**config.mk**
```make
export PLATFORM = sky130hd
export DESIGN_NAME = sorted_key_table_unit
export DESIGN_NICKNAME = d
export VERILOG_FILES = /design/src/rtl/skt_pkg.sv /design/src/rtl/skt_ctrl.sv /design/src/rtl/skt_datapath.sv /design/src/rtl/sorted_key_table_unit.sv
export SDC_FILE = /design/constraint.sdc
export NUM_CORES = 2
export LEC_CHECK = 0
export ABC_AREA = 0
export BUFFER_PORTS_ARGS = -buffer_cell sky130_fd_sc_hd__clkbuf_2
export CAP_MARGIN = 0
export CORE_MARGIN = 1.5
export CORE_UTILIZATION = 58
export CTS_CLUSTER_DIAMETER = 150
export CTS_CLUSTER_SIZE = 28
export DETAILED_ROUTE_END_ITERATION = 8
export PLACE_DENSITY = 0.78
export SYNTH_ARGS = -nofsm -noshare
export SYNTH_HDL_FRONTEND = slang
export SYNTH_SLANG_ARGS = --single-unit
```
**constraint.sdc**
```tcl
create_clock -name clk_i -period 7.8 [get_ports clk_i]
set_input_delay 1.17 -clock clk_i [delete_from_list [all_inputs] [get_ports clk_i]]
set_output_delay 1.17 -clock clk_i [all_outputs]
set_load 0.01 [all_outputs]
```
**src/rtl/skt_pkg.sv**
```systemverilog
`timescale 1ns / 1ps
package skt_pkg;

  localparam int CAPACITY    = 16;
  localparam int CNT_W       = $clog2(CAPACITY + 1);
  localparam int KEY_W       = 32;
  localparam int ACT_W       = 3;
  localparam int POS_W       = 4;
  localparam int STAT_W      = 3;
  localparam int IN_TDATA_W  = 40;
  localparam int OUT_TDATA_W = 48;

  typedef enum logic [ACT_W-1:0] {
    ACT_INSERT = 3'd0,
    ACT_DELETE = 3'd1,
    ACT_LOOKUP = 3'd2,
    ACT_CLEAR  = 3'd3,
    ACT_READ   = 3'd4
  } action_e;

  typedef enum logic [STAT_W-1:0] {
    STAT_OK        = 3'd0,
    STAT_FULL      = 3'd1,
    STAT_ABSENT    = 3'd2,
    STAT_DUPLICATE = 3'd3,
    STAT_RANGE     = 3'd4
  } status_e;

  typedef enum logic [2:0] {
    ST_IDLE = 3'b001,
    ST_CMP  = 3'b010,
    ST_EXEC = 3'b100
  } state_e;

  // commands from the sequencer to the datapath
  typedef struct packed {
    logic load;     // capture the request beat
    logic compare;  // register per-entry compare results
    logic execute;  // update table and load the result register
  } skt_cmd_t;

  // status from the datapath to the sequencer
  typedef struct packed {
    logic res_busy; // result register holds a beat that is not taken this cycle
  } skt_stat_t;

endpackage

```
**src/rtl/skt_ctrl.sv**
```systemverilog
`timescale 1ns / 1ps
module skt_ctrl (
  input  logic              clk_i,
  input  logic              rst_ni,
  input  logic              in_valid_i,
  output logic              in_ready_o,
  output skt_pkg::skt_cmd_t cmd_o,
  input  skt_pkg::skt_stat_t stat_i
);
  import skt_pkg::*;

  state_e state_q, state_d;

  assign in_ready_o = (state_q == ST_IDLE);

  always_comb begin
    state_d       = state_q;
    cmd_o.load    = 1'b0;
    cmd_o.compare = 1'b0;
    cmd_o.execute = 1'b0;
    case (state_q)
      ST_IDLE: begin
        if (in_valid_i) begin
          cmd_o.load = 1'b1;
          state_d    = ST_CMP;
        end
      end
      ST_CMP: begin
        cmd_o.compare = 1'b1;
        state_d       = ST_EXEC;
      end
      ST_EXEC: begin
        // hold until the result register can take a new beat
        if (!stat_i.res_busy) begin
          cmd_o.execute = 1'b1;
          state_d       = ST_IDLE;
        end
      end
      default: begin
        state_d = ST_IDLE;
      end
    endcase
  end

  always_ff @(posedge clk_i or negedge rst_ni) begin
    if (!rst_ni) begin
      state_q <= ST_IDLE;
    end else begin
      state_q <= state_d;
    end
  end

endmodule

```
**src/rtl/skt_datapath.sv**
```systemverilog
`timescale 1ns / 1ps
module skt_datapath (
  input  logic                                clk_i,
  input  logic                                rst_ni,
  input  skt_pkg::skt_cmd_t                   cmd_i,
  input  logic [skt_pkg::IN_TDATA_W-1:0]      in_tdata_i,
  output logic                                out_tvalid_o,
  input  logic                                out_tready_i,
  output logic [skt_pkg::OUT_TDATA_W-1:0]     out_tdata_o,
  output skt_pkg::skt_stat_t                  stat_o
);
  import skt_pkg::*;

  // captured request
  action_e                 act_q;
  logic signed [KEY_W-1:0] key_q;
  logic [POS_W-1:0]        pos_q;

  // table storage
  logic signed [KEY_W-1:0] entry_q [CAPACITY];
  logic signed [KEY_W-1:0] entry_d [CAPACITY];
  logic signed [KEY_W-1:0] up_w    [CAPACITY];
  logic signed [KEY_W-1:0] dn_w    [CAPACITY];
  logic [CNT_W-1:0]        count_q, count_d;

  // compare stage
  logic [CAPACITY-1:0] lt_q, lt_d, eq_q, eq_d;

  // result register
  logic                    res_valid_q;
  status_e                 res_status_q, res_status_d;
  logic                    res_found_q, res_found_d;
  logic signed [KEY_W-1:0] res_value_q, res_value_d;
  logic [CNT_W-1:0]        res_count_q;
  logic                    res_full_q;

  logic [CNT_W-1:0] slot;
  logic             hit;
  logic             full;

  always_ff @(posedge clk_i) begin
    if (cmd_i.load) begin
      act_q <= action_e'(in_tdata_i[ACT_W-1:0]);
      key_q <= in_tdata_i[ACT_W +: KEY_W];
      pos_q <= in_tdata_i[ACT_W+KEY_W +: POS_W];
    end
  end

  // one comparator per entry, only live entries count
  always_comb begin
    for (int i = 0; i < CAPACITY; i++) begin
      lt_d[i] = (CNT_W'(i) < count_q) && (entry_q[i] < key_q);
      eq_d[i] = (CNT_W'(i) < count_q) && (entry_q[i] == key_q);
    end
  end

  always_ff @(posedge clk_i) begin
    if (cmd_i.compare) begin
      lt_q <= lt_d;
      eq_q <= eq_d;
    end
  end

  // neighbor views of the table for shifting
  always_comb begin
    up_w[0]          = entry_q[0];
    dn_w[CAPACITY-1] = entry_q[CAPACITY-1];
    for (int i = 1; i < CAPACITY; i++) begin
      up_w[i] = entry_q[i-1];
    end
    for (int i = 0; i < CAPACITY - 1; i++) begin
      dn_w[i] = entry_q[i+1];
    end
  end

  assign slot = CNT_W'($countones(lt_q));
  assign hit  = |eq_q;
  assign full = (count_q == CNT_W'(CAPACITY));

  always_comb begin
    for (int i = 0; i < CAPACITY; i++) begin
      entry_d[i] = entry_q[i];
    end
    count_d      = count_q;
    res_status_d = STAT_OK;
    res_found_d  = 1'b0;
    res_value_d  = '0;
    case (act_q)
      ACT_INSERT: begin
        if (full) begin
          res_status_d = STAT_FULL;
        end else if (hit) begin
          res_status_d = STAT_DUPLICATE;
        end else begin
          for (int i = 0; i < CAPACITY; i++) begin
            if (CNT_W'(i) == slot) begin
              entry_d[i] = key_q;
            end else if (CNT_W'(i) > slot && CNT_W'(i) <= count_q) begin
              entry_d[i] = up_w[i];
            end
          end
          count_d = count_q + 1'b1;
        end
      end
      ACT_DELETE: begin
        if (!hit) begin
          res_status_d = STAT_ABSENT;
        end else begin
          res_found_d = 1'b1;
          for (int i = 0; i < CAPACITY; i++) begin
            if (CNT_W'(i) >= slot && CNT_W'(i) + 1'b1 < count_q) begin
              entry_d[i] = dn_w[i];
            end
          end
          count_d = count_q - 1'b1;
        end
      end
      ACT_LOOKUP: begin
        if (hit) begin
          res_found_d = 1'b1;
          res_value_d = key_q;
        end else begin
          res_status_d = STAT_ABSENT;
        end
      end
      ACT_CLEAR: begin
        count_d = '0;
      end
      ACT_READ: begin
        if ({1'b0, pos_q} < count_q) begin
          res_value_d = entry_q[pos_q];
        end else begin
          res_status_d = STAT_RANGE;
        end
      end
      default: begin
      end
    endcase
  end

  always_ff @(posedge clk_i) begin
    if (cmd_i.execute) begin
      for (int i = 0; i < CAPACITY; i++) begin
        entry_q[i] <= entry_d[i];
      end
      res_status_q <= res_status_d;
      res_found_q  <= res_found_d;
      res_value_q  <= res_value_d;
      res_count_q  <= count_d;
      res_full_q   <= (count_d == CNT_W'(CAPACITY));
    end
  end

  always_ff @(posedge clk_i or negedge rst_ni) begin
    if (!rst_ni) begin
      count_q     <= '0;
      res_valid_q <= 1'b0;
    end else begin
      if (cmd_i.execute) begin
        count_q     <= count_d;
        res_valid_q <= 1'b1;
      end else if (out_tready_i) begin
        res_valid_q <= 1'b0;
      end
    end
  end

  assign stat_o.res_busy = res_valid_q & ~out_tready_i;
  assign out_tvalid_o    = res_valid_q;
  assign out_tdata_o     = {6'b0, res_full_q, res_count_q, res_value_q,
                            res_found_q, res_status_q};

endmodule

```
**src/rtl/sorted_key_table_unit.sv**
```systemverilog
`timescale 1ns / 1ps
// Channel   Dir  Beat fields (lowest bit up)
// s_axis    in   action[2:0], key[34:3], position[38:35], zero fill to 40 bits
// m_axis    out  status[2:0], found[3], value[35:4], count[40:36],
//                is_full[41], zero fill to 48 bits
//
// One request is in flight at a time: accept, compare, execute. The next
// request is taken only once the previous one has executed; the registered
// compare stage across all table entries lies between accept and execute.
// The result sits in an output register, so a new request is accepted while
// the previous result waits; execute holds while that register is still
// occupied. Reset empties the table (count to zero).
module sorted_key_table_unit (
  input  logic                                clk_i,
  input  logic                                rst_ni,
  input  logic                                s_axis_tvalid_i,
  output logic                                s_axis_tready_o,
  // action, key, position
  input  logic [skt_pkg::IN_TDATA_W-1:0]      s_axis_tdata_i,
  output logic                                m_axis_tvalid_o,
  input  logic                                m_axis_tready_i,
  // status, found, value, count, is_full
  output logic [skt_pkg::OUT_TDATA_W-1:0]     m_axis_tdata_o
);
  import skt_pkg::*;

  skt_cmd_t  cmd;
  skt_stat_t stat;

  // sequencer: one-hot state, drives load/compare/execute
  skt_ctrl u_ctrl (
    .clk_i      (clk_i),
    .rst_ni     (rst_ni),
    .in_valid_i (s_axis_tvalid_i),
    .in_ready_o (s_axis_tready_o),
    .cmd_o      (cmd),
    .stat_i     (stat)
  );

  // table, per-entry comparators, shift network and result register
  skt_datapath u_datapath (
    .clk_i        (clk_i),
    .rst_ni       (rst_ni),
    .cmd_i        (cmd),
    .in_tdata_i   (s_axis_tdata_i),
    .out_tvalid_o (m_axis_tvalid_o),
    .out_tready_i (m_axis_tready_i),
    .out_tdata_o  (m_axis_tdata_o),
    .stat_o       (stat)
  );

endmodule

```
=== Yosys cells after proc, flatten, opt, wreduce, memory -nomap -nowiden ===
Memory sizes are Yosys's and may differ from the RTL's. A register that Yosys moved wholly into a read port is not among the register bits.
Index checks and enable logic that the tools add are counted.

* Register bits after elaboration: 122
* Output and inout port bits: 50
* Bits in writable memories: 512
* Bits of input ports: 44
* Memories kept: 1
* Word-level logic and storage cells: 297

* Reductions and logical operators: 68
* Add/sub/neg operators: 17
* Multiplexer cells: 76
* Equality and inequality tests: 42
* Bitwise logic cells: 2
* Magnitude comparators: 78

{| class="wikitable"
|+ Memory list
! name !! depth !! bits a word !! read ports !! clocked after Yosys merged registers in !! wr ports !! line !! text
|-
| u_datapath.entry_q || 16 || 32 || 17 || 1 || 16 || skt_datapath.sv:20 || <nowiki>logic signed [KEY_W-1:0] entry_q [CAPACITY];</nowiki>
|}

{| class="wikitable"
|+ Operators by type and width
! cell !! number
|-
| two-way mux 32 bit || 48
|-
| two-way mux 512 bit || 3
|-
| case mux 512 bit (2 select lines) || 1
|-
| == test 32 bit || 16
|-
| less-than comparator 32 bit || 16
|-
| case mux 32 bit (2 select lines) || 1
|-
| logical AND 1 bit || 62
|-
| == test 4 x 5 -> 1 bit, first input constant || 8
|-
| greater-than comparator 4 x 5 -> 1 bit, first input constant || 8
|-
| less-or-equal comparator 4 x 5 -> 1 bit, first input constant || 8
|-
| less-than comparator 4 x 5 -> 1 bit, first input constant || 8
|-
| adder 5 bit || 7
|-
| greater-or-equal comparator 4 x 5 -> 1 bit, first input constant || 7
|-
| == test 3 x 5 -> 1 bit, first input constant || 4
|-
| greater-or-equal comparator 3 x 5 -> 1 bit, first input constant || 4
|-
| greater-than comparator 3 x 5 -> 1 bit, first input constant || 4
|-
| less-or-equal comparator 3 x 5 -> 1 bit, first input constant || 4
|-
| less-than comparator 3 x 5 -> 1 bit, first input constant || 4
|-
| case mux 3 bit (3 select lines) || 2
|-
| adder 1 x 1 -> 2 bit || 8
|-
| OR reduction 16 bit || 1
|-
| two-way mux 5 bit || 3
|-
| case mux 5 bit (3 select lines) || 1
|-
| two-way mux 3 bit || 4
|-
| other kinds (28) || 51
|}

=== Longest topological paths before layout ===
* Word-level depth: 11
* Gate-level depth with buffers: 20
* Mapped depth without buffers: 18

=== Modules after synthesis ===
From an unflattened synthesis, not the netlist that was laid out.

* Cells, all modules: 4,332
* Area total of the unflattened synthesis: 46,871.2 µm²

{| class="wikitable"
|+ Modules (own cells, without submodules)
! module !! seq. area each (µm²) !! cells each !! area an instance (µm²) !! times used
|-
| skt_datapath || 18,998.2 || 4,320 || 46,707.3 || 1
|-
| skt_ctrl || 76.3 || 12 || 163.9 || 1
|}

=== Worst setup path before layout ===
No wires, ideal clock.

* Kind: reg2reg
* Start point: reg, netlist name u_datapath.lt_q[0]
* End point: mem u_datapath.entry_q[2][0] (enable)
* Buffers on the path: 2
* Required time: 7,320 ps
* Clock period less this slack: 7,714 ps
* Setup time: 480 ps
* Cell stages (with the launch flop): 19
* Arrival time: 7,233 ps
* Path slack: 86 ps
* Path through: edfxtp_1 -> ha_1 -> inv_1 -> fa_1 -> inv_1 -> fa_1 -> fa_1 -> inv_1 -> fa_1 -> inv_1 -> ha_1 -> inv_1 -> fa_1 -> inv_2 -> a2111oi_4 -> nand2_1 -> buf_2 -> buf_2 -> a311oi_1

{| class="wikitable"
|+ RTL lines
! what !! line
|-
| end, declared || skt_datapath.sv:20
|}

==> results.sh <==
export IMPL_clkSinkCount=638
export IMPL_hold_slack_ns=0.347
export IMPL_cts_resized=0
export IMPL_power_w=0.0215
export IMPL_cts_tree="built"
export IMPL_grt_pass1_vias=36278
export IMPL_peakVddDrop_v=0.00104
export IMPL_max_slew_margin_pct=1.76
export IMPL_antenna_found_initial=1
export IMPL_synth_cells=4469
export IMPL_synth_warnings=0
export IMPL_synth_area_top_cells="edfxtp_1 40%, ha_1 14%, mux4_2 7.7%, mux2i_1 7.0%, nand2_1 5.7%"
export IMPL_rsz0062_at_grt="false"
export IMPL_path_class="flip-flop to flip-flop"
export IMPL_overflow=0
export IMPL_power_frac_clock_pct=8.5
export IMPL_fmax_mhz=153
export IMPL_clkTransAtPathRegs_ns=0.12
export IMPL_p_int_w=0.0108
export IMPL_firstDrtPassIters=8
export IMPL_fin_crit_ns=6.55
export IMPL_num_rows=103
export IMPL_crit_family="adder cells"
export IMPL_layout_drive_gt1_share_pct=9.52
export IMPL_cts_setup_buffers=0
export IMPL_synthArstFlopShare_pct=1.41
export IMPL_cp_start_kind="flip-flop"
export IMPL_dpl_instance_area_um2=48100
export IMPL_grt_start_max_net_pins=275
export IMPL_nets=4976
export IMPL_hold_violations=0
export IMPL_cellPowerDensity_nw_per_um2=440
export IMPL_yosys_register_bits=638
export IMPL_area_delta_synth_final_pct=4.53
export IMPL_io_pins=94
export IMPL_portBuffers=86
export IMPL_power_switching_w=0.0107
export IMPL_final_setup_tns_ns=0
export IMPL_numCtsBuffers=26
export IMPL_slew_viol_final=0
export IMPL_yosysTopAreaCellShare_pct=40.2
export IMPL_yosys_area_top_type="edfxtp_1"
export IMPL_worstPathCellList="ha_1, inv_1, fa_1, inv_1, fa_1, inv_1, fa_1, fa_1, inv_1, ha_1, inv_1, fa_1, inv_2, a2111oi_4, nand2_2, nand2_1, a21oi_1, a311oi_4, buf_4"
export IMPL_wl_per_cell_um=28.3
export IMPL_p_leak_nw=19.3
export IMPL_htree_levels=1
export IMPL_first_iter_violations=5594
export IMPL_reg2regPathDepth=19
export IMPL_drcViolationCount=0
export IMPL_vias=37998
export IMPL_grtUsageTotal_pct=37.0
export IMPL_ant_nets=0
export IMPL_r2r_start="u_datapath.lt_q[1]"
export IMPL_clockBufferDepth=3
export IMPL_wl_um=154000
export IMPL_die_area_um2=82300
export IMPL_ys_flop_type="edfxtp_1"
export IMPL_worstPathArrival_ns=6.86
export IMPL_fin_area_um2=48900
export IMPL_die_x_um=287
export IMPL_synth_area_um2=46700
export IMPL_seq_area_frac_synth_pct=40.8
export IMPL_synth_area_per_cell_um2=10.5
export IMPL_r2r_slack_ns=1.25
export IMPL_via_per_inst=6.97
export IMPL_cts_hold_buf=0
export IMPL_cp_startpoint="u_datapath.lt_q[1]"
export IMPL_die_y_um=287
export IMPL_swShare_pct=49.5
export IMPL_slowest_stage="nand2_2"
export IMPL_grt_first_pass_wirelength_um=229000
export IMPL_pwr_share_seq_pct=24.1
export IMPL_hp_class="input port to async pin"
export IMPL_fin_util_pct=61.5
export IMPL_r2r_end="u_datapath.entry_q[2][11]"
export IMPL_final_setup_viol_count=0
export IMPL_cp_data_required_time_ns=8.11
export IMPL_ctsRootBufferMaster="clkbuf_16"
export IMPL_status="finished clean"
export IMPL_dp_hpwl_um=106000
export IMPL_path_buf_inv=7
export IMPL_cp_end_kind="flip-flop"
export IMPL_insertion_delay_ns=0.66
export IMPL_globalplace_congestion=1.02
export IMPL_synth_cell_types=80
export IMPL_tightestPinTransition_ns=1.45
export IMPL_core_area_um2=79400
export IMPL_cpPeakStageDelay_ns=0.65
export IMPL_p_comb_share_pct=67.4
export IMPL_synth_edf_count=625
export IMPL_maxCapViolCount=0
export IMPL_critical_path_peak_fanout=35
export IMPL_finalClockSkew_ns=0.0247
export IMPL_post_route_period_util_pct=84.0
export IMPL_start_util_pct=58.9
==> worst max path at each step <==
stage / endpoint / slack [ns] / depth (start not counted)
floorplan: u_datapath.entry_q[2][0] / 0.09 / 18
CTS: u_datapath.entry_q[2][11] / 1.36 / 19
global placement: u_datapath.entry_q[2][20] / 1.44 / 19
finish: u_datapath.entry_q[2][11] / 1.25 / 19
detailed placement: u_datapath.entry_q[2][15] / 1.43 / 19
global route: u_datapath.entry_q[2][11] / 0.99 / 19
==> sequential cells by signal (all words and copies together) (netlist names), 4 cells and up, named ones only <==
name	count
u_datapath.count_q	5
u_datapath.entry_q	512
u_datapath.eq_q	16
u_datapath.key_q	32
u_datapath.lt_q	16
u_datapath.pos_q	4
u_datapath.res_count_q	5
u_datapath.res_value_q	32
==> final cells by class <==
type	instances	area, um2
Tap cell	1050	1310
Sequential cell	638	19100
Antenna cell	1	2.50
Clock inverter	2	33.8
Timing Repair Buffer	162	1080
Fill cell	6473	30500
Inverter	132	495
Multi-Input combinational cell	3428	26100
Clock buffer	38	717
==> power by group through the flow <==
stage                     Clock [W]  Sequential (W)  Combinational, W
final                       0.00183         0.00519            0.0145
after global routing        0.00191         0.00521            0.0154
after CTS                   0.00183         0.00517            0.0141
after detailed placement          0         0.00525            0.0140
after global placement            0         0.00525            0.0136
after floorplan                   0         0.00500            0.0107
==> layer usage <==
metal  GRT usage, %  wire length (um)  vias up  part of all wire, %
met2           57.0             68500     2664                   44
met4           23.9             11400        2                  7.4
li1               -                 -    16694                    -
met3           6.25             17500      486                   11
met1           48.7             56800    18152                   37
met5              0                13        -               0.0084
==> worst register-to-register path, delay by kind of cell (launching register included) <==
kind                       cells  cell delay [ns]
and+or+nand+nor                2             0.89
DFF                            1             0.41
buffers and inverters          7             0.84
AOI/OAI and AO/OA              3             0.99
adders and majority gates      7             3.08
==> cell usage in the layout, fill, tap and decap left out, types with 70 or more instances in the layout <==
master    count
a21oi_1     352
buf_4        70
clkbuf_2     86
edfxtp_1    625
ha_1        533
inv_1       130
mux2i_1     327
mux4_2      160
nand2_1     706
nand4_1      77
nor2_1      184
o21ai_0     506
o21ai_1      72
==> stage by stage <==
step                cells  setup WS (ns)
detailed placement   5410           1.43
global placement     5410           1.44
floorplan            4474         0.0863
global route         5450          0.987
CTS                  5450           1.36
finish               5451           1.25
==> synthesized netlist by cell type, types with 5 or more instances <==
library cell and instances:
nor4_1 15, ha_1 533, o21ai_0 506, a31oi_1 7, nor2_1 184, nor3_1 41, inv_1 131, dfrtp_1 8
and4_1 32, nand2b_1 12, a31o_2 5, and3_1 16, fa_1 11, clkbuf_1 172, mux4_2 160, a211oi_1 15
nand3_1 63, buf_2 53, nand4_1 77, a221o_1 5, a221oi_1 27, a21oi_1 356, a21o_1 65, nand2_2 9
edfxtp_1 625, buf_4 16, a21boi_0 15, o211ai_1 18, o41a_1 9, buf_1 17, nand2_1 708, nor4b_1 5
or3_1 12, nor2b_1 22, o21a_1 14, mux2i_1 327, nor3b_1 6, o21ai_1 72, buf_6 18, mux2_2 12
==> logic make-up after synthesis <==
kind of cell | Yosys count | synth area share [%]
flip-flops | 638 | 40.8
AND/OR/NAND/NOR | 1229 | 11.8
adder cells (fa/ha/maj) | 544 | 14.7
XOR/XNOR | 4 | 0.0910
AO/OA/AOI/OAI | 1146 | 13.7
multiplexers | 499 | 15.0
other | 1 | 0.00802
buffers and inverters | 408 | 3.84
Note: power is estimated with default switching activity, not from simulation.
